--- src/rtl/core/vcu_pkg.sv ---
// Package for the vector clock unit: payload widths, codes, cell control.
// No dependencies; imported by vcu_cell, vector_clock_unit, the monitor and the testbench.
`default_nettype none

package vcu_pkg;

    localparam int LANES    = 8;
    localparam int CNT_W    = 32;
    localparam int CFG_W    = 4;
    localparam int IDX_W    = 4;
    localparam int S_DATA_W = 264;
    localparam int S_USER_W = 2;
    localparam int M_DATA_W = 264;

    localparam logic REG_DIMENSION = 1'b0;
    localparam logic REG_OWN_INDEX = 1'b1;

    typedef enum logic [1:0] {
        KIND_LOCAL          = 2'd0,
        KIND_RECV           = 2'd1,
        KIND_STORED_BEFORE  = 2'd2,
        KIND_GIVEN_BEFORE   = 2'd3
    } t_kind;

    typedef enum logic [1:0] {
        ST_OK           = 2'd0,
        ST_DIM_MISMATCH = 2'd1,
        ST_SAME_SENDER  = 2'd2,
        ST_BAD_CONFIG   = 2'd3
    } t_status;

    typedef struct packed {
        logic upd;
        logic active;
        logic merge;
        logic incr;
    } t_cell_ctl;

endpackage

`default_nettype wire

--- src/rtl/core/vcu_cell.sv ---
// One lane of the vector clock: a 32-bit counter with max-merge and increment.
// Passes the running greater/less flags to its neighbor. Uses vcu_pkg.
`default_nettype none

module vcu_cell
    import vcu_pkg::*;
(
    input  wire logic             i_clk,
    input  wire logic             i_rst_n,
    input  wire t_cell_ctl        i_ctl,
    input  wire logic [CNT_W-1:0] i_given,
    input  wire logic             i_gt,
    input  wire logic             i_lt,
    output logic                  o_gt,
    output logic                  o_lt,
    output logic [CNT_W-1:0]      o_count_next
);

    logic [CNT_W-1:0] r_count;
    logic [CNT_W-1:0] n_count;
    logic [CNT_W-1:0] merged;
    logic             stored_gt;
    logic             stored_lt;

    assign stored_gt = r_count > i_given;
    assign stored_lt = r_count < i_given;

    assign o_gt = i_gt | (i_ctl.active & stored_gt);
    assign o_lt = i_lt | (i_ctl.active & stored_lt);

    always_comb begin
        merged = (i_ctl.merge && stored_lt) ? i_given : r_count;
        n_count = r_count;
        if (i_ctl.upd) begin
            n_count = i_ctl.incr ? merged + CNT_W'(1) : merged;
        end
    end

    assign o_count_next = n_count;

    always_ff @(posedge i_clk) begin
        if (!i_rst_n) begin
            r_count <= '0;
        end else begin
            r_count <= n_count;
        end
    end

endmodule

`default_nettype wire

--- src/rtl/core/vector_clock_unit.sv ---
// Top level of the vector clock unit: configuration, row of lane cells, output register.
// Depends on vcu_pkg and vcu_cell.
//
// One word is taken every clock cycle: a local event, a merge of a received
// vector or a happens-before compare all finish in the cycle they are accepted,
// since every lane cell updates its own counter in parallel and the compare
// flags ripple once along the row of cells. The result, with all eight counters
// after the step, is held in an output register; the input stays ready while
// that register is empty or being drained. Lanes at or above MAX_PROCESSES
// have no cell and always report zero.
`default_nettype none

module vector_clock_unit
    import vcu_pkg::*;
#(
    parameter int MAX_PROCESSES = 8
) (
    input  wire logic                i_clk,
    input  wire logic                i_rst_n,
    input  wire logic                i_cfg_we,
    input  wire logic                i_cfg_idx,
    input  wire logic [CFG_W-1:0]    i_cfg_data,
    input  wire logic                i_s_axis_tvalid,
    output logic                     o_s_axis_tready,
    // other_index, other_dimension, elem0..elem7
    input  wire logic [S_DATA_W-1:0] i_s_axis_tdata,
    // kind
    input  wire logic [S_USER_W-1:0] i_s_axis_tuser,
    output logic                     o_m_axis_tvalid,
    input  wire logic                i_m_axis_tready,
    // status, before_flag, clock0..clock7, zero pad
    output logic [M_DATA_W-1:0]      o_m_axis_tdata
);

    localparam logic [IDX_W-1:0] MaxProc = IDX_W'(MAX_PROCESSES);

    logic [CFG_W-1:0]    r_dimension;
    logic [CFG_W-1:0]    r_own_index;
    logic                r_out_valid;
    logic [M_DATA_W-1:0] r_out_data;
    logic [M_DATA_W-1:0] n_out_data;

    logic [IDX_W-1:0]    other_index;
    logic [IDX_W-1:0]    other_dim;
    t_kind               kind;
    logic                accept;
    logic                bad_cfg;
    logic                do_upd;
    logic                do_merge;
    t_status             status;
    logic                before_flag;

    logic [CNT_W-1:0]    given   [LANES];
    logic [CNT_W-1:0]    cnt_nxt [LANES];
    logic [MAX_PROCESSES:0] gt_chain;
    logic [MAX_PROCESSES:0] lt_chain;

    assign other_index = i_s_axis_tdata[IDX_W-1:0];
    assign other_dim   = i_s_axis_tdata[2*IDX_W-1:IDX_W];
    assign kind        = t_kind'(i_s_axis_tuser);

    assign o_s_axis_tready = !r_out_valid || i_m_axis_tready;
    assign accept          = i_s_axis_tvalid && o_s_axis_tready;

    assign bad_cfg = (r_dimension == '0) || (r_dimension > MaxProc) ||
                     (r_own_index == '0) || (r_own_index > r_dimension);

    always_comb begin
        status      = ST_OK;
        do_upd      = 1'b0;
        do_merge    = 1'b0;
        before_flag = 1'b0;
        if (bad_cfg) begin
            status = ST_BAD_CONFIG;
        end else if (kind == KIND_LOCAL) begin
            do_upd = 1'b1;
        end else if (other_dim != r_dimension) begin
            status = ST_DIM_MISMATCH;
        end else begin
            case (kind)
                KIND_RECV: begin
                    if (other_index == r_own_index) begin
                        status = ST_SAME_SENDER;
                    end else begin
                        do_upd   = 1'b1;
                        do_merge = 1'b1;
                    end
                end
                KIND_STORED_BEFORE: begin
                    before_flag = !gt_chain[MAX_PROCESSES] && lt_chain[MAX_PROCESSES];
                end
                KIND_GIVEN_BEFORE: begin
                    before_flag = !lt_chain[MAX_PROCESSES] && gt_chain[MAX_PROCESSES];
                end
                default: begin
                    before_flag = 1'b0;
                end
            endcase
        end
    end

    assign gt_chain[0] = 1'b0;
    assign lt_chain[0] = 1'b0;

    genvar g;
    generate
        for (g = 0; g < LANES; g++) begin : g_lane
            assign given[g] = i_s_axis_tdata[2*IDX_W + g*CNT_W +: CNT_W];
            if (g < MAX_PROCESSES) begin : g_cell
                t_cell_ctl ctl;
                assign ctl.upd    = accept && do_upd;
                assign ctl.active = IDX_W'(g) < r_dimension;
                assign ctl.merge  = do_merge && (IDX_W'(g) < r_dimension);
                assign ctl.incr   = IDX_W'(g + 1) == r_own_index;

                vcu_cell u_cell (
                    .i_clk        (i_clk),
                    .i_rst_n      (i_rst_n),
                    .i_ctl        (ctl),
                    .i_given      (given[g]),
                    .i_gt         (gt_chain[g]),
                    .i_lt         (lt_chain[g]),
                    .o_gt         (gt_chain[g+1]),
                    .o_lt         (lt_chain[g+1]),
                    .o_count_next (cnt_nxt[g])
                );
            end else begin : g_none
                assign cnt_nxt[g] = '0;
            end
        end
    endgenerate

    always_comb begin
        n_out_data      = '0;
        n_out_data[1:0] = status;
        n_out_data[2]   = before_flag;
        for (int k = 0; k < LANES; k++) begin
            n_out_data[3 + k*CNT_W +: CNT_W] = cnt_nxt[k];
        end
    end

    always_ff @(posedge i_clk) begin
        if (!i_rst_n) begin
            r_dimension <= CFG_W'(8);
            r_own_index <= CFG_W'(1);
        end else if (i_cfg_we) begin
            if (i_cfg_idx == REG_DIMENSION) begin
                r_dimension <= i_cfg_data;
            end else begin
                r_own_index <= i_cfg_data;
            end
        end
    end

    always_ff @(posedge i_clk) begin
        if (!i_rst_n) begin
            r_out_valid <= 1'b0;
        end else if (accept) begin
            r_out_valid <= 1'b1;
        end else if (i_m_axis_tready) begin
            r_out_valid <= 1'b0;
        end
    end

    always_ff @(posedge i_clk) begin
        if (accept) begin
            r_out_data <= n_out_data;
        end
    end

    assign o_m_axis_tvalid = r_out_valid;
    assign o_m_axis_tdata  = r_out_data;

endmodule

`default_nettype wire

--- config.mk ---
export PLATFORM = sky130hd
export DESIGN_NAME = vector_clock_unit
export DESIGN_NICKNAME = d
export VERILOG_FILES = /design/src/rtl/core/vcu_pkg.sv /design/src/rtl/core/vcu_cell.sv /design/src/rtl/core/vector_clock_unit.sv
export SDC_FILE = /design/constraint.sdc
export NUM_CORES = 2
export LEC_CHECK = 0
export BUFFER_PORTS_ARGS = -buffer_cell sky130_fd_sc_hd__buf_2
export CAP_MARGIN = 30
export CELL_PAD_IN_SITES_DETAIL_PLACEMENT = 0
export CELL_PAD_IN_SITES_GLOBAL_PLACEMENT = 1
export CORE_AREA = 5 5 307 309
export CTS_CLUSTER_SIZE = 24
export DETAILED_ROUTE_END_ITERATION = 8
export DIE_AREA = 0 0 312 314
export HOLD_SLACK_MARGIN = 0.1
export PLACE_DENSITY_LB_ADDON = 0.1
export SLEW_MARGIN = 40
export SYNTH_ARGS = -nofsm -noshare
export SYNTH_HDL_FRONTEND = slang
export SYNTH_SLANG_ARGS = --single-unit
export TNS_END_PERCENT = 20
--- constraint.sdc ---
create_clock -name i_clk -period 14.54 [get_ports i_clk]
set_input_delay 2.908 -clock i_clk [delete_from_list [all_inputs] [get_ports i_clk]]
set_output_delay 2.908 -clock i_clk [all_outputs]
set_load 0.01 [all_outputs]
After elaboration in Yosys (flattened, before gate mapping):

Index checks and enable logic that the tools add are counted.

* register bits: 524
* input port bits: 276
* bits in writable memories: 0
* ROM bits: 0
* word-level logic and storage cells: 164
* memories kept: 0
* output and inout port bits: 266
* bits in latches: 0

* bitwise logic cells: 31
* div/mod/pow operators: 0
* $mul: 0
* $lt $le $gt $ge: 26
* shifts and indexed selects: 0
* muxes and demuxes: 38
* eq/ne operators: 13
* add/subtract/negate cells: 8
* reduce and logical (&&, ||, !) cells: 34

Operator list (number)
* $mux 32: 24
* $add 32x1->32 const B: 8
* $gt 32x32->1: 8
* $lt 32x32->1: 8
* $logic_and 1x1->1: 20
* $and 1x1->1: 16
* $eq 3x4->1 const A: 4
* $lt 3x4->1 const A: 4
* $or 1x1->1: 14
* $mux 1: 9
* $eq 2x4->1 const A: 2
* $logic_not 4->1: 2
* $lt 1x4->1 const A: 2
* $lt 2x4->1 const A: 2
* $mux 2: 4
* $eq 1x4->1 const A: 1
* $eq 2x2->1 const B: 2
* $eq 4x4->1: 1
* $eq 4x4->1 const A: 1
* $gt 4x4->1: 1
* $gt 4x4->1 const B: 1
* $logic_or 1x1->1: 4
* $ne 4x4->1: 1
* $reduce_and 2->1: 2
* 7 further kinds: 9

Longest topological paths before layout:

* depth in word-level cells: 12
* gate-level depth with buffers: 24
* mapped depth without buffers: 20

Modules after synthesis:

A second synthesis with hierarchy kept.

* cell total of the unflattened synthesis: 4549
* area, all modules: 38245.4 sq um

By module, submodules not included
* vcu_cell: times used 8, area each 3692.3 sq um, cells an instance 521, seq. area each 640.6 sq um
* vector_clock_unit: times used 1, area each 8707.1 sq um, cells an instance 381, seq. area each 7957.6 sq um

Least setup slack after synthesis:

No wires, ideal clock.

* path type: input port to flip-flop
* from: in i_m_axis_tready
* to: reg r_out_data[117] (netlist: o_m_axis_tdata[117]) (data pin)
* buffers on the path: 4
* setup slack: 2.620 ns
* data arrival time: 11.652 ns
* data required time: 14.272 ns
* library setup time: 0.268 ns
* stages on the path: 9
* cells stage by stage: nand2b_1 and2_1 o211ai_1 clkbuf_1 clkbuf_1 buf_1 clkbuf_1 o21ai_0 nand3_1

RTL lines
* from (decl): RTL line vector_clock_unit.sv:30 `input wire logic i_m_axis_tready,`
* to (signal assigned): RTL line vector_clock_unit.sv:167 `r_out_data <= n_out_data;`
* to (decl): RTL line vector_clock_unit.sv:40 `logic [M_DATA_W-1:0] r_out_data;`

==> flow_metrics.env <==
export IMPL_status="complete, no violations"
export IMPL_clockBufferDepth=3
export IMPL_synth_xor_area_share_pct=1.94
export IMPL_yosysTopAreaCellShare_pct=19.6
export IMPL_comb_power_share_pct=10.3
export IMPL_dieArea_um2=98000
export IMPL_seq_power_share_pct=43.0
export IMPL_vias=39243
export IMPL_r2r_start="r_dimension[3]"
export IMPL_final_cells=6547
export IMPL_hp_start="r_own_index[1]"
export IMPL_hpwl_um=110000
export IMPL_die_x_um=312
export IMPL_p_sw_share_pct=26.3
export IMPL_maxSlewViolCount=0
export IMPL_min_path_type="register to register"
export IMPL_place_gp_congestion=0.938
export IMPL_synth_adder_area_share_pct=8.45
export IMPL_critPathKind="input pin to register"
export IMPL_setup_viol=0
export IMPL_fmax_mhz=120
export IMPL_grt_usage_pct=29.0
export IMPL_placement_io_buffers=536
export IMPL_hold_viol=0
export IMPL_antenna_found_initial=27
export IMPL_synth_compound_area_share_pct=21.8
export IMPL_rr_endpoint="o_m_axis_tdata[127]"
export IMPL_placed_cells=6407
export IMPL_pre_cts_ws_ns=5.73
export IMPL_dr_pass1_iters=6
export IMPL_layout_min_cycle_time_ns=8.31
export IMPL_tns_ns=0
export IMPL_post_cts_resized=0
export IMPL_p_leak_nw=19.3
export IMPL_grt_pass1_vias=37335
export IMPL_power_density_nw_per_um2=81.8
export IMPL_max_cap_viol_count=0
export IMPL_drt_iter0_drc=3344
export IMPL_post_cts_buffers=0
export IMPL_syn_avg_cell_area_um2=8.15
export IMPL_cp_max_fo=51
export IMPL_crit_start="i_s_axis_tdata[113]"
export IMPL_rows=111
export IMPL_ctsRootBufferMaster="clkbuf_16"
export IMPL_cts_reportedPaths_clkPinSlew_ns=0.06
export IMPL_intPower_w=0.00276
export IMPL_clock_sinks=524
export IMPL_synth_cells=4868
export IMPL_start_kind="input pin"
export IMPL_netlist_area_um2=39700
export IMPL_synthSimpleGateAreaFrac_pct=24.6
export IMPL_timing_final_ws_setup_ns=6.23
export IMPL_ys_flop_type="dfxtp_1"
export IMPL_ant_nets=0
export IMPL_p_clk_share_pct=46.7
export IMPL_io_pins=542
export IMPL_synth_top_family_by_area="simple AND/OR/NAND/NOR gates"
export IMPL_postCtsHoldBufs=0
export IMPL_holdPathEnd="r_own_index[1]"
export IMPL_power_switching_w=0.000985
export IMPL_fin_worst_skew_ns=0.0258
export IMPL_reg2reg_depth=21
export IMPL_rsz0062_at_grt="false"
export IMPL_die_y_um=314
export IMPL_synthTopCellsByArea="edfxtp_1 20%, dfxtp_1 13%, ha_1 8.4%"
export IMPL_min_path_cells=2
export IMPL_ys_ff_latch=524
export IMPL_wl_per_cell_um=22.8
export IMPL_wl_um=149000
export IMPL_cts_made_buffers=67
export IMPL_worst_slew_pin_slew_ns=0.857
export IMPL_synth_edf_count=259
export IMPL_synthMuxAreaShare_pct=4.90
export IMPL_post_route_util_pct=50.3
export IMPL_ys_seq_area_share_pct=33.0
export IMPL_yosysTopAreaCell="edfxtp_1"
export IMPL_overflow=0
export IMPL_ys_async_sr_fraction_pct=0
export IMPL_clock_latency_ns=0.63
export IMPL_crit_required_ns=14.90
export IMPL_initial_utilization_pct=43.6
export IMPL_core_region_area_um2=91100
export IMPL_layout_drive_gt1_share_pct=15.2
export IMPL_synthDistinctLibCells=99
export IMPL_ys_warnings_count=0
export IMPL_synth_most_common_cell="nand2_1"
export IMPL_r2r_slack_ns=7.79
export IMPL_period_share_pct=57.1
export IMPL_grt_max_degree=158
export IMPL_htree_levels=3
export IMPL_routed_via_density=5.99
export IMPL_num_fill_cells=9025
export IMPL_cp_arrival_ns=8.66
export IMPL_nets=5834
export IMPL_synth_commonest_cells="442 x nand2_1, 419 x a21oi_1, 361 x nor2_1"
export IMPL_drc_errors=0
export IMPL_critPathCaptureType="register"
export IMPL_areaGrowthSynthToFinish_pct=15.4
export IMPL_max_slew_margin_pct=41.2
export IMPL_cts_tree="done"
export IMPL_grt_pass1_wl_um=227000
export IMPL_ir_drop_mv=0.0789
==> kinds of logic after synthesis <==
group | after synthesis
other cells | 1
fa+ha+maj | 268
buf+inv | 544
simple gates | 1924
flops | 524
xor+xnor | 88
mux | 189
compound gates | 1330
==> metrics by stage <==
| stage | total power [W] | area (um2) | hold WS [ns] |
|---|---|---|---|
| 4_1_cts | 0.00379 | 45700 | 0.484 |
| 6_report | 0.00375 | 45800 | 0.484 |
| 2_1_floorplan | 0.00184 | 39700 | 0.477 |
| 3_5_place_dp | 0.00202 | 43400 | 0.476 |
| 3_3_place_gp | 0.00202 | 43400 | 0.474 |
| 5_1_grt | 0.00389 | 45800 | 0.522 |
==> routing by layer <==
layer / up-vias / track usage, % / share of wire (%)
met3: 222 / 5.32 / 7.2
met1: 18658 / 39.5 / 44
met5: - / 0 / 0.029
met2: 1369 / 47.2 / 46
met4: 8 / 9.25 / 2.9
li1: 18986 / - / -
==> cell type report <==
cell class	instances	area, um2	area share, %
multi-input cells	3804	24600	53.8
flip-flops and latches	524	13100	28.6
repair buffers	586	3100	6.76
clock buffers	86	1900	4.16
well taps	1186	1480	3.24
inverters	307	1150	2.52
clock inverters	35	397	0.866
diodes	19	47.5	0.104
==> sequential cells by signal (all words and copies together), names as in the netlist <==
| signal | flops |
|---|---|
| o_m_axis_tdata | 259 |
| g_lane.g_cell.u_cell.r_count | 256 |
| r_dimension | 4 |
| r_own_index | 4 |
| o_m_axis_tvalid | 1 |
==> power groups by stage <==
stage                     Sequential, W  Combinational, W  Clock [W]
after CTS                       0.00161          0.000384    0.00180
after global placement          0.00164          0.000380          0
after floorplan                 0.00166          0.000176          0
final                           0.00161          0.000385    0.00175
after global routing            0.00161          0.000420    0.00186
after detailed placement        0.00164          0.000382          0
==> worst max-delay path, stage by stage <==
cell and delay [ns]:
buf_2 0.13, inv_1 0.07, ha_1 0.30, and4_1 0.20, a2111oi_0 0.44, o31ai_1 0.18
a221o_1 0.31, a21oi_1 0.62, and3_1 0.26, buf_4 0.47, nand2_1 0.16, o21ai_0 0.11
ha_1 0.16, and2_1 0.28, nand2_1 0.13, nor2_1 0.20, nand2_1 0.12, nor4_1 0.57
a21oi_1 0.37, o31a_1 0.36, o21ai_0 0.21, nand2_1 0.08
==> cells in the final DEF (no fill, tap or decap), drive strengths merged, types with 38 or more instances in the layout <==
| master | count |
|---|---|
| nand3 | 238 |
| and3 | 99 |
| edfxtp | 259 |
| inv | 307 |
| ha | 268 |
| mux2 | 43 |
| o31ai | 38 |
| or3 | 43 |
| buf | 586 |
| nor3 | 173 |
| xnor2 | 84 |
| nand2 | 442 |
| a211oi | 55 |
| nor2 | 361 |
| a31oi | 68 |
| a21oi | 419 |
| dfxtp | 265 |
| o21ai | 269 |
| nand4 | 173 |
| o21a | 46 |
| a21o | 118 |
| mux2i | 146 |
| and2 | 203 |
| nor4 | 67 |
| clkbuf | 86 |
==> worst max path at each step <==
stage | end | slack, ns | depth (start not counted)
5_1_grt | o_m_axis_tdata[127] | 5.80 | 22
3_5_place_dp | o_m_axis_tdata[127] | 5.73 | 22
2_1_floorplan | o_m_axis_tdata[117] | 2.62 | 9
3_3_place_gp | o_m_axis_tdata[127] | 5.94 | 22
4_1_cts | o_m_axis_tdata[127] | 6.40 | 22
6_report | o_m_axis_tdata[127] | 6.23 | 22
Note: power is estimated with default switching activity, not from simulation.
